==> src/hw/rtl/fdr_pkg.sv <==
// ----------------------------------------------------------------------------
// fdr_pkg: shared types, constants and step functions
// Holds the pipeline item type, the stage map and the arithmetic of one
// step of the reciprocal divider, the square root and the rounding squares.
// ----------------------------------------------------------------------------
package fdr_pkg;

  localparam int FRAC_BITS = 16;
  localparam logic [16:0] ONE = 17'(1 << FRAC_BITS);
  localparam logic [19:0] ETA_MAX = 20'hFFFFF;

  // Stage map of the main pipeline.
  localparam int ST_RCP0     = 1;
  localparam int ST_RCP_LAST = 20;
  localparam int ST_SEL      = 21;
  localparam int ST_MUL1     = 22;
  localparam int ST_MUL2     = 23;
  localparam int ST_SQ_IN    = 24;
  localparam int ST_SQ0      = 25;
  localparam int ST_SQ_LAST  = 41;
  localparam int ST_AMP      = 42;
  localparam int ST_PIPE_END = 60;
  localparam int ST_SUM      = 61;
  localparam int ST_OUT      = 62;
  localparam int DIV_STEPS   = 17;

  typedef struct packed {
    logic        neg;
    logic [16:0] ci;
    logic [19:0] eta;
    logic [32:0] nd;
    logic        sat;
    logic [20:0] rem;
    logic [19:0] q;
    logic [16:0] s2i;
    logic [19:0] eta_it;
    logic [19:0] eta_ti;
    logic [24:0] s2t;
    logic [33:0] sv;
    logic [20:0] srem;
    logic [16:0] root;
  } fdr_item_t;

  // One restoring step of the reciprocal division: returns {rem, bit}.
  function automatic logic [21:0] rcp_step(input logic [20:0] rem, input logic nbit,
                                           input logic [19:0] eta);
    logic [20:0] r2;
    r2 = {rem[19:0], nbit};
    if (r2 >= {1'b0, eta}) begin
      return {r2 - {1'b0, eta}, 1'b1};
    end
    return {r2, 1'b0};
  endfunction

  // Rounded square of a cosine, in Q.16.
  function automatic logic [16:0] sq_round(input logic [16:0] ci);
    logic [34:0] p;
    p = 35'(ci) * 35'(ci) + 35'(ONE >> 1);
    return p[32:16];
  endfunction

  // One digit of the square root: returns {srem, root}.
  function automatic logic [37:0] sqrt_step(input logic [20:0] srem,
                                            input logic [16:0] root,
                                            input logic [1:0] pair);
    logic [20:0] r2;
    logic [20:0] trial;
    r2 = {srem[18:0], pair};
    trial = {2'b00, root, 2'b01};
    if (r2 >= trial) begin
      return {r2 - trial, root[15:0], 1'b1};
    end
    return {r2, root[15:0], 1'b0};
  endfunction

endpackage

==> src/hw/rtl/fdr_amp_div.sv <==
// ----------------------------------------------------------------------------
// fdr_amp_div: pipelined amplitude ratio divider
// Forms round(|n - m| * ONE / (n + m)) one quotient bit per stage; ONE when n + m is zero.
// ----------------------------------------------------------------------------
module fdr_amp_div (
  input  logic        clk,
  input  logic        en,
  input  logic [36:0] n,
  input  logic [36:0] m,
  output logic [16:0] q
);

  logic [37:0] den_r  [0:fdr_pkg::DIV_STEPS];
  logic [37:0] rem_r  [0:fdr_pkg::DIV_STEPS];
  logic [16:0] dlo_r  [0:fdr_pkg::DIV_STEPS];
  logic [16:0] q_r    [0:fdr_pkg::DIV_STEPS];
  logic        zero_r [0:fdr_pkg::DIV_STEPS];

  logic [36:0] num;
  logic [37:0] den;
  logic [53:0] dvd;

  // Dividend num * ONE + den / 2; its upper part is always below den, so the
  // 17 restoring steps give the whole rounded quotient.
  assign num = (n >= m) ? n - m : m - n;
  assign den = {1'b0, n} + {1'b0, m};
  assign dvd = 54'({num, 16'd0}) + 54'(den >> 1);

  always_ff @(posedge clk) begin
    if (en) begin
      den_r[0]  <= den;
      rem_r[0]  <= {1'b0, dvd[53:17]};
      dlo_r[0]  <= dvd[16:0];
      q_r[0]    <= '0;
      zero_r[0] <= (den == '0);
      for (int j = 1; j <= fdr_pkg::DIV_STEPS; j++) begin
        logic [38:0] r2;
        r2 = {rem_r[j-1], dlo_r[j-1][fdr_pkg::DIV_STEPS - j]};
        den_r[j]  <= den_r[j-1];
        dlo_r[j]  <= dlo_r[j-1];
        zero_r[j] <= zero_r[j-1];
        if (r2 >= {1'b0, den_r[j-1]}) begin
          rem_r[j] <= 38'(r2 - {1'b0, den_r[j-1]});
          q_r[j]   <= {q_r[j-1][15:0], 1'b1};
        end else begin
          rem_r[j] <= r2[37:0];
          q_r[j]   <= {q_r[j-1][15:0], 1'b0};
        end
      end
    end
  end

  assign q = zero_r[fdr_pkg::DIV_STEPS] ? fdr_pkg::ONE : q_r[fdr_pkg::DIV_STEPS];

endmodule

==> config.mk <==
export PLATFORM = sky130hd
export DESIGN_NAME = fdr_amp_div
export DESIGN_NICKNAME = d
export VERILOG_FILES = /design/src/hw/rtl/fdr_pkg.sv /design/src/hw/rtl/fdr_amp_div.sv
export SDC_FILE = /design/constraint.sdc
export NUM_CORES = 2
export LEC_CHECK = 0
export BUFFER_PORTS_ARGS = -buffer_cell sky130_fd_sc_hd__buf_2
export CELL_PAD_IN_SITES_DETAIL_PLACEMENT = 1
export CELL_PAD_IN_SITES_GLOBAL_PLACEMENT = 1
export CORE_MARGIN = 5
export CORE_UTILIZATION = 56
export DETAILED_ROUTE_END_ITERATION = 8
export PLACE_DENSITY_LB_ADDON = 0.1
export SYNTH_ARGS = -nofsm -noshare
export SYNTH_HDL_FRONTEND = slang
export SYNTH_SLANG_ARGS = --single-unit
export TNS_END_PERCENT = 30
==> constraint.sdc <==
create_clock -name clk -period 20.7 [get_ports clk]
set_input_delay 2.07 -clock clk [delete_from_list [all_inputs] [get_ports clk]]
set_output_delay 2.07 -clock clk [all_outputs]
set_load 0.01 [all_outputs]
Word-level counts from Yosys, hierarchy flattened
Memory sizes are Yosys's and may differ from the RTL's.
Index checks and enable logic that the tools add are counted.
{"block": "totals", "reg_bits": 0, "latch_bits": 0, "mem_bits_rw": 1998, "rom_bits": 0, "wordCells": 219, "memories": 5}
{"memory": "den_r", "depth": 18, "width": 38, "rd": 17, "rd_ports_with_merged_regs": 0, "write_ports": 18, "line_no": "fdr_amp_div.sv:13", "text": "logic [37:0] den_r [0:fdr_pkg::DIV_STEPS];"}
{"memory": "rem_r", "depth": 18, "width": 38, "rd": 17, "rd_ports_with_merged_regs": 0, "write_ports": 18, "line_no": "fdr_amp_div.sv:14", "text": "logic [37:0] rem_r [0:fdr_pkg::DIV_STEPS];"}
{"memory": "dlo_r", "depth": 18, "width": 17, "rd": 17, "rd_ports_with_merged_regs": 0, "write_ports": 18, "line_no": "fdr_amp_div.sv:15", "text": "logic [16:0] dlo_r [0:fdr_pkg::DIV_STEPS];"}
{"memory": "q_r", "depth": 18, "width": 17, "rd": 18, "rd_ports_with_merged_regs": 0, "write_ports": 18, "line_no": "fdr_amp_div.sv:16", "text": "logic [16:0] q_r [0:fdr_pkg::DIV_STEPS];"}
{"memory": "zero_r", "depth": 18, "width": 1, "rd": 18, "rd_ports_with_merged_regs": 0, "write_ports": 18, "line_no": "fdr_amp_div.sv:17", "text": "logic zero_r [0:fdr_pkg::DIV_STEPS];"}
{"block": "classes", "addsub": 21, "mul": 0, "n_div": 0, "n_lt_le_gt_ge": 18, "eq_ne": 0, "n_shift": 0, "mux": 140, "bitwise_logic": 34, "reduce_logical": 1}
{"cell": "$ge 39x38->1", "n": 17}
{"cell": "$mux 38", "n": 17}
{"cell": "$sub 38x38->38", "n": 17}
{"cell": "$mux 17", "n": 18}
{"cell": "$mux 1", "n": 104}
{"cell": "$sub 37x37->37", "n": 2}
{"cell": "$add 53x37->54", "n": 1}
{"cell": "$add 37x37->38", "n": 1}
{"cell": "$logic_not 38->1", "n": 1}
{"cell": "$ge 37x37->1", "n": 1}
{"cell": "$mux 37", "n": 1}
{"cell": "$or 1x1->1", "n": 34}

Logic depth before layout (Yosys ltp)
{"block": "depth", "depth_word": 5, "depth_mapped": 29, "ltp_nobuf": 27}

Worst setup path after synthesis
OpenSTA, ideal clock, no wires.
{"block": "synth_path", "kind": "input to register", "start": "input n[33]", "end": "memory rem_r[0][35], data pin", "t_arrival_ns": 7.931, "required_time_ns": 20.434, "path_slack_ns": 12.504, "stages": 28, "cell_sequence": "inv_1 ha_1 buf_6 and3_4 and4_4 a221oi_4 o41ai_2 a311oi_4 o21a_2 buf_1 clkbuf_1 clkbuf_1 mux2i_1 xnor2_1 ha_1 a21o_1 a21oi_1 o21bai_1 a21oi_1 a2111oi_0 nand2_1 a21oi_1 or3b_1 a311oi_1 nand4_1 nor3_2 nand3_1 xor2_1"}
{"item": "start: declaration", "line_no": "fdr_amp_div.sv:8", "text": "input logic [36:0] n,"}
{"item": "end: declaration", "line_no": "fdr_amp_div.sv:14"}

==> flow_metrics.env <==
export IMPL_worstSetupStartpoint="n[4]"
export IMPL_grt_setup_unrepaired="false"
export IMPL_drv_slew=0
export IMPL_critical_path_slowest_cell="sky130_fd_sc_hd__a2111oi_0"
export IMPL_fraction_of_the_yosys_area_taken_by_sequential_cells_pct=49.1
export IMPL_maximum_clock_insertion_buffer_count=3
export IMPL_cts_htree_levels=4
export IMPL_place_area_um2=92200
export IMPL_post_cts_repair_setup_buffers=0
export IMPL_cell_count_after_synthesis=8486
export IMPL_clock_tree_root_cell="sky130_fd_sc_hd__clkbuf_16"
export IMPL_nNetsFinal=9454
export IMPL_setup_viol=0
export IMPL_clock_tree_from_tritoncts="built"
export IMPL_post_dp_hpwl_um=198000
export IMPL_power_leakage_nw=40.8
export IMPL_tritoncts_num_sinks=1463
export IMPL_fp_dieH_um=410
export IMPL_post_synth_instance_area_um2=89500
export IMPL_setup_ws_ns=11.60
export IMPL_vias=65776
export IMPL_initial_core_util_pct=56.4
export IMPL_internal_power_mw=9.20
export IMPL_synth_largest_type_area_fraction_pct=49.0
export IMPL_area_delta_synth_final_pct=8.82
export IMPL_synthArstFlopShare_pct=0
export IMPL_leading_cell_type_in_the_layout_fill_and_taps_excluded="sky130_fd_sc_hd__edfxtp_1"
export IMPL_globalRouteTotalUtil_pct=30.1
export IMPL_final_hold_worst_slack_ns=0.413
export IMPL_drcViolationCount=0
export IMPL_delay_contributed_by_the_slowest_stage_of_the_critical_path_ns=0.75
export IMPL_drtAntennaViolNets=0
export IMPL_cts_hold_fix_buffers=0
export IMPL_vias_per_cell=6.10
export IMPL_design_die_area_um2=168000
export IMPL_achievable_frequency_ghz=0.110
export IMPL_vdd_ir_drop_max_uv=103
export IMPL_power_density_cell_area_nw_per_um2=159
export IMPL_top_signal_layer_used="met4"
export IMPL_post_place_ws_ns=11.01
export IMPL_number_of_antenna_violations_at_the_first_check_in_global_routing=2
export IMPL_boundaryPins=93
export IMPL_end_kind="flip-flop"
export IMPL_maxCapViolCount=0
export IMPL_worst_r2r_startpoint="den_r[13][15]$_DFFE_PP_"
export IMPL_rows=146
export IMPL_power_share_sequential_pct=33.3
export IMPL_final_cells=10789
export IMPL_yosysWarningCount=0
export IMPL_worst_endpoint_arrival_ns=9.61
export IMPL_worst_r2r_path_cells=15
export IMPL_met2_length_um=132000
export IMPL_worst_hold_startpoint="zero_r[11]$_DFFE_PP_"
export IMPL_critical_path_depth=29
export IMPL_setup_tns_final_ns=0
export IMPL_worstSetupStartpointType="primary input"
export IMPL_critPathBufInv=3
export IMPL_netlist_top_cell_by_area="sky130_fd_sc_hd__edfxtp_1"
export IMPL_die_width_um=410
export IMPL_fraction_of_layout_instances_using_a_drive_strength_above_1_pct=6.78
export IMPL_maximum_number_of_pins_on_one_net_before_global_route_repair=165
export IMPL_cp_data_required_time_ns=21.21
export IMPL_wirelength_um=259000
export IMPL_post_synth_main_area_contributors="sky130_fd_sc_hd__edfxtp_1, sky130_fd_sc_hd__ha_1, sky130_fd_sc_hd__a21oi_1, sky130_fd_sc_hd__inv_1, sky130_fd_sc_hd__xnor2_1"
export IMPL_dominant_register_cell_in_the_synthesized_netlist="sky130_fd_sc_hd__edfxtp_1"
export IMPL_wl_met3_um=10500
export IMPL_ctsResizeCount=0
export IMPL_first_global_vias=69304
export IMPL_report_final_hold_viol_count=0
export IMPL_core_area_um2=159000
export IMPL_post_synth_num_cell_types=110
export IMPL_globalRoute_totalOverflow=0
export IMPL_synth_seq_cells=1463
export IMPL_switching_share_pct=40.4
export IMPL_worst_skew_pair_late_latency_ns=0.79
export IMPL_crit_path_max_delay_family="compound AO/OA/AOI/OAI gates"
export IMPL_clock_skew_ns=0.0232
export IMPL_post_synth_cell_area_avg_um2=10.5
export IMPL_holdPathStages=0
export IMPL_worstPathMaxFanout=28
export IMPL_p_switching_mw=6.24
export IMPL_power_share_combinational_pct=48.0
export IMPL_worst_setup_path_type="primary input to flip-flop"
export IMPL_most_common_layout_cells="sky130_fd_sc_hd__edfxtp_1, sky130_fd_sc_hd__inv_1, sky130_fd_sc_hd__ha_1"
export IMPL_power_frac_clock_pct=18.7
export IMPL_number_of_buffers_created_by_cts=161
export IMPL_synth_edf_count=1462
export IMPL_postLayoutCellArea_um2=97400
export IMPL_number_of_search_and_repair_iterations_in_the_first_detailed_routing_pass=6
export IMPL_synthesis_nets=9359
export IMPL_transition_time_at_the_pin_with_the_least_slew_margin_ns=1.11
export IMPL_io_buffers=92
export IMPL_min_path_type="flip-flop to flip-flop"
export IMPL_gpl_final_weighted_congestion=0.922
export IMPL_met1_length_um=106000
export IMPL_drt_wirelength_per_cell_um=24.0
export IMPL_drt_initial_drc_count=5028
export IMPL_fin_crit_ns=9.10
export IMPL_timing_max_slew_rel_slack_pct=25.2
export IMPL_grt_first_pass_wirelength_um=399000
export IMPL_final_min_period_over_clock_period_pct=44.0
export IMPL_path_clk_slew_ns=0.06
export IMPL_run_status="complete, no violations"
export IMPL_place_detailed_instances=10490
[cells in the mapped netlist, types with 50 or more instances]
| master | instances |
|---|---|
| sky130_fd_sc_hd__edfxtp_1 | 1462 |
| sky130_fd_sc_hd__inv_1 | 917 |
| sky130_fd_sc_hd__ha_1 | 777 |
| sky130_fd_sc_hd__nand2_1 | 726 |
| sky130_fd_sc_hd__a21oi_1 | 702 |
| sky130_fd_sc_hd__o21ai_0 | 667 |
| sky130_fd_sc_hd__nor2_1 | 430 |
| sky130_fd_sc_hd__a21o_1 | 393 |
| sky130_fd_sc_hd__xnor2_1 | 383 |
| sky130_fd_sc_hd__xor2_1 | 233 |
| sky130_fd_sc_hd__clkbuf_1 | 134 |
| sky130_fd_sc_hd__mux2_2 | 121 |
| sky130_fd_sc_hd__nand4_1 | 112 |
| sky130_fd_sc_hd__nor2b_1 | 108 |
| sky130_fd_sc_hd__nor3_1 | 103 |
| sky130_fd_sc_hd__o21bai_1 | 102 |
| sky130_fd_sc_hd__nand3_1 | 101 |
| sky130_fd_sc_hd__nand2b_1 | 93 |
| sky130_fd_sc_hd__o21a_1 | 78 |
| sky130_fd_sc_hd__o31ai_1 | 66 |
| sky130_fd_sc_hd__a31oi_1 | 59 |
| sky130_fd_sc_hd__a211oi_1 | 50 |
| sky130_fd_sc_hd__and3_1 | 50 |
[layout make-up]
type | instances | area [µm²]
fill | 16927 | 61300
sequential | 1463 | 43900
multi-input combinational | 5899 | 41400
clock buffer | 190 | 4240
inverter | 923 | 3460
tap | 2072 | 2590
clock inverter | 107 | 1000
timing repair buffer | 133 | 821
antenna | 2 | 5.00
[per-layer routing]
metal	global-route usage [%]	vias to the layer above
met5	0	-
met4	10.7	0
met3	3.68	477
met2	54.6	1449
met1	37.0	32935
li1	-	30915
[power by group through the flow]
| stage | logic (mW) | clock network, mW | registers, mW |
|---|---|---|---|
| 2_1_floorplan | 5.36 | 0 | 4.84 |
| 3_3_place_gp | 6.87 | 0 | 5.14 |
| 3_5_place_dp | 7.24 | 0 | 5.17 |
| 4_1_cts | 7.37 | 2.94 | 5.13 |
| 5_1_grt | 8.14 | 3.08 | 5.19 |
| 6_report | 7.41 | 2.89 | 5.14 |
[final timing paths]
path | to | slack, ns
worst min register to register | zero_r[12]$_DFFE_PP_ | 0.41
worst max-delay path | rem_r[0][35]$_DFFE_PP_ | 11.60
worst min-delay path | zero_r[12]$_DFFE_PP_ | 0.41
worst max register to register | rem_r[7][15]$_DFFE_PP_ | 15.06
[per-stage QoR]
stage	util, %	power (mW)
floorplan	-	10.2
global placement	58.1	12.0
detailed placement	58.1	12.4
CTS	61.4	15.4
global route	61.4	16.4
finish	61.4	15.4
[cell families (layout without fill, tap and decap cells)]
kind of cell    Yosys count  count (layout)  synth area share, %
compound gates         2416            2416                 16.8
simple gates           1915            1915                 10.0
flops                  1463            1463                 49.1
buf+inv                1124            1353                 4.87
fa+ha+maj               797             797                 11.3
xor+xnor                616             616                 6.03
mux                     155             155                 1.91
other cells               0               2                    0
[state kept, by name, summed over array words and instances, names as in the netlist]
| name | count |
|---|---|
| den_r | 646 |
| rem_r | 645 |
| q_r | 153 |
| zero_r | 18 |
| dlo_r | 1 |
No activity file was read; power rests on OpenSTA's default activity.
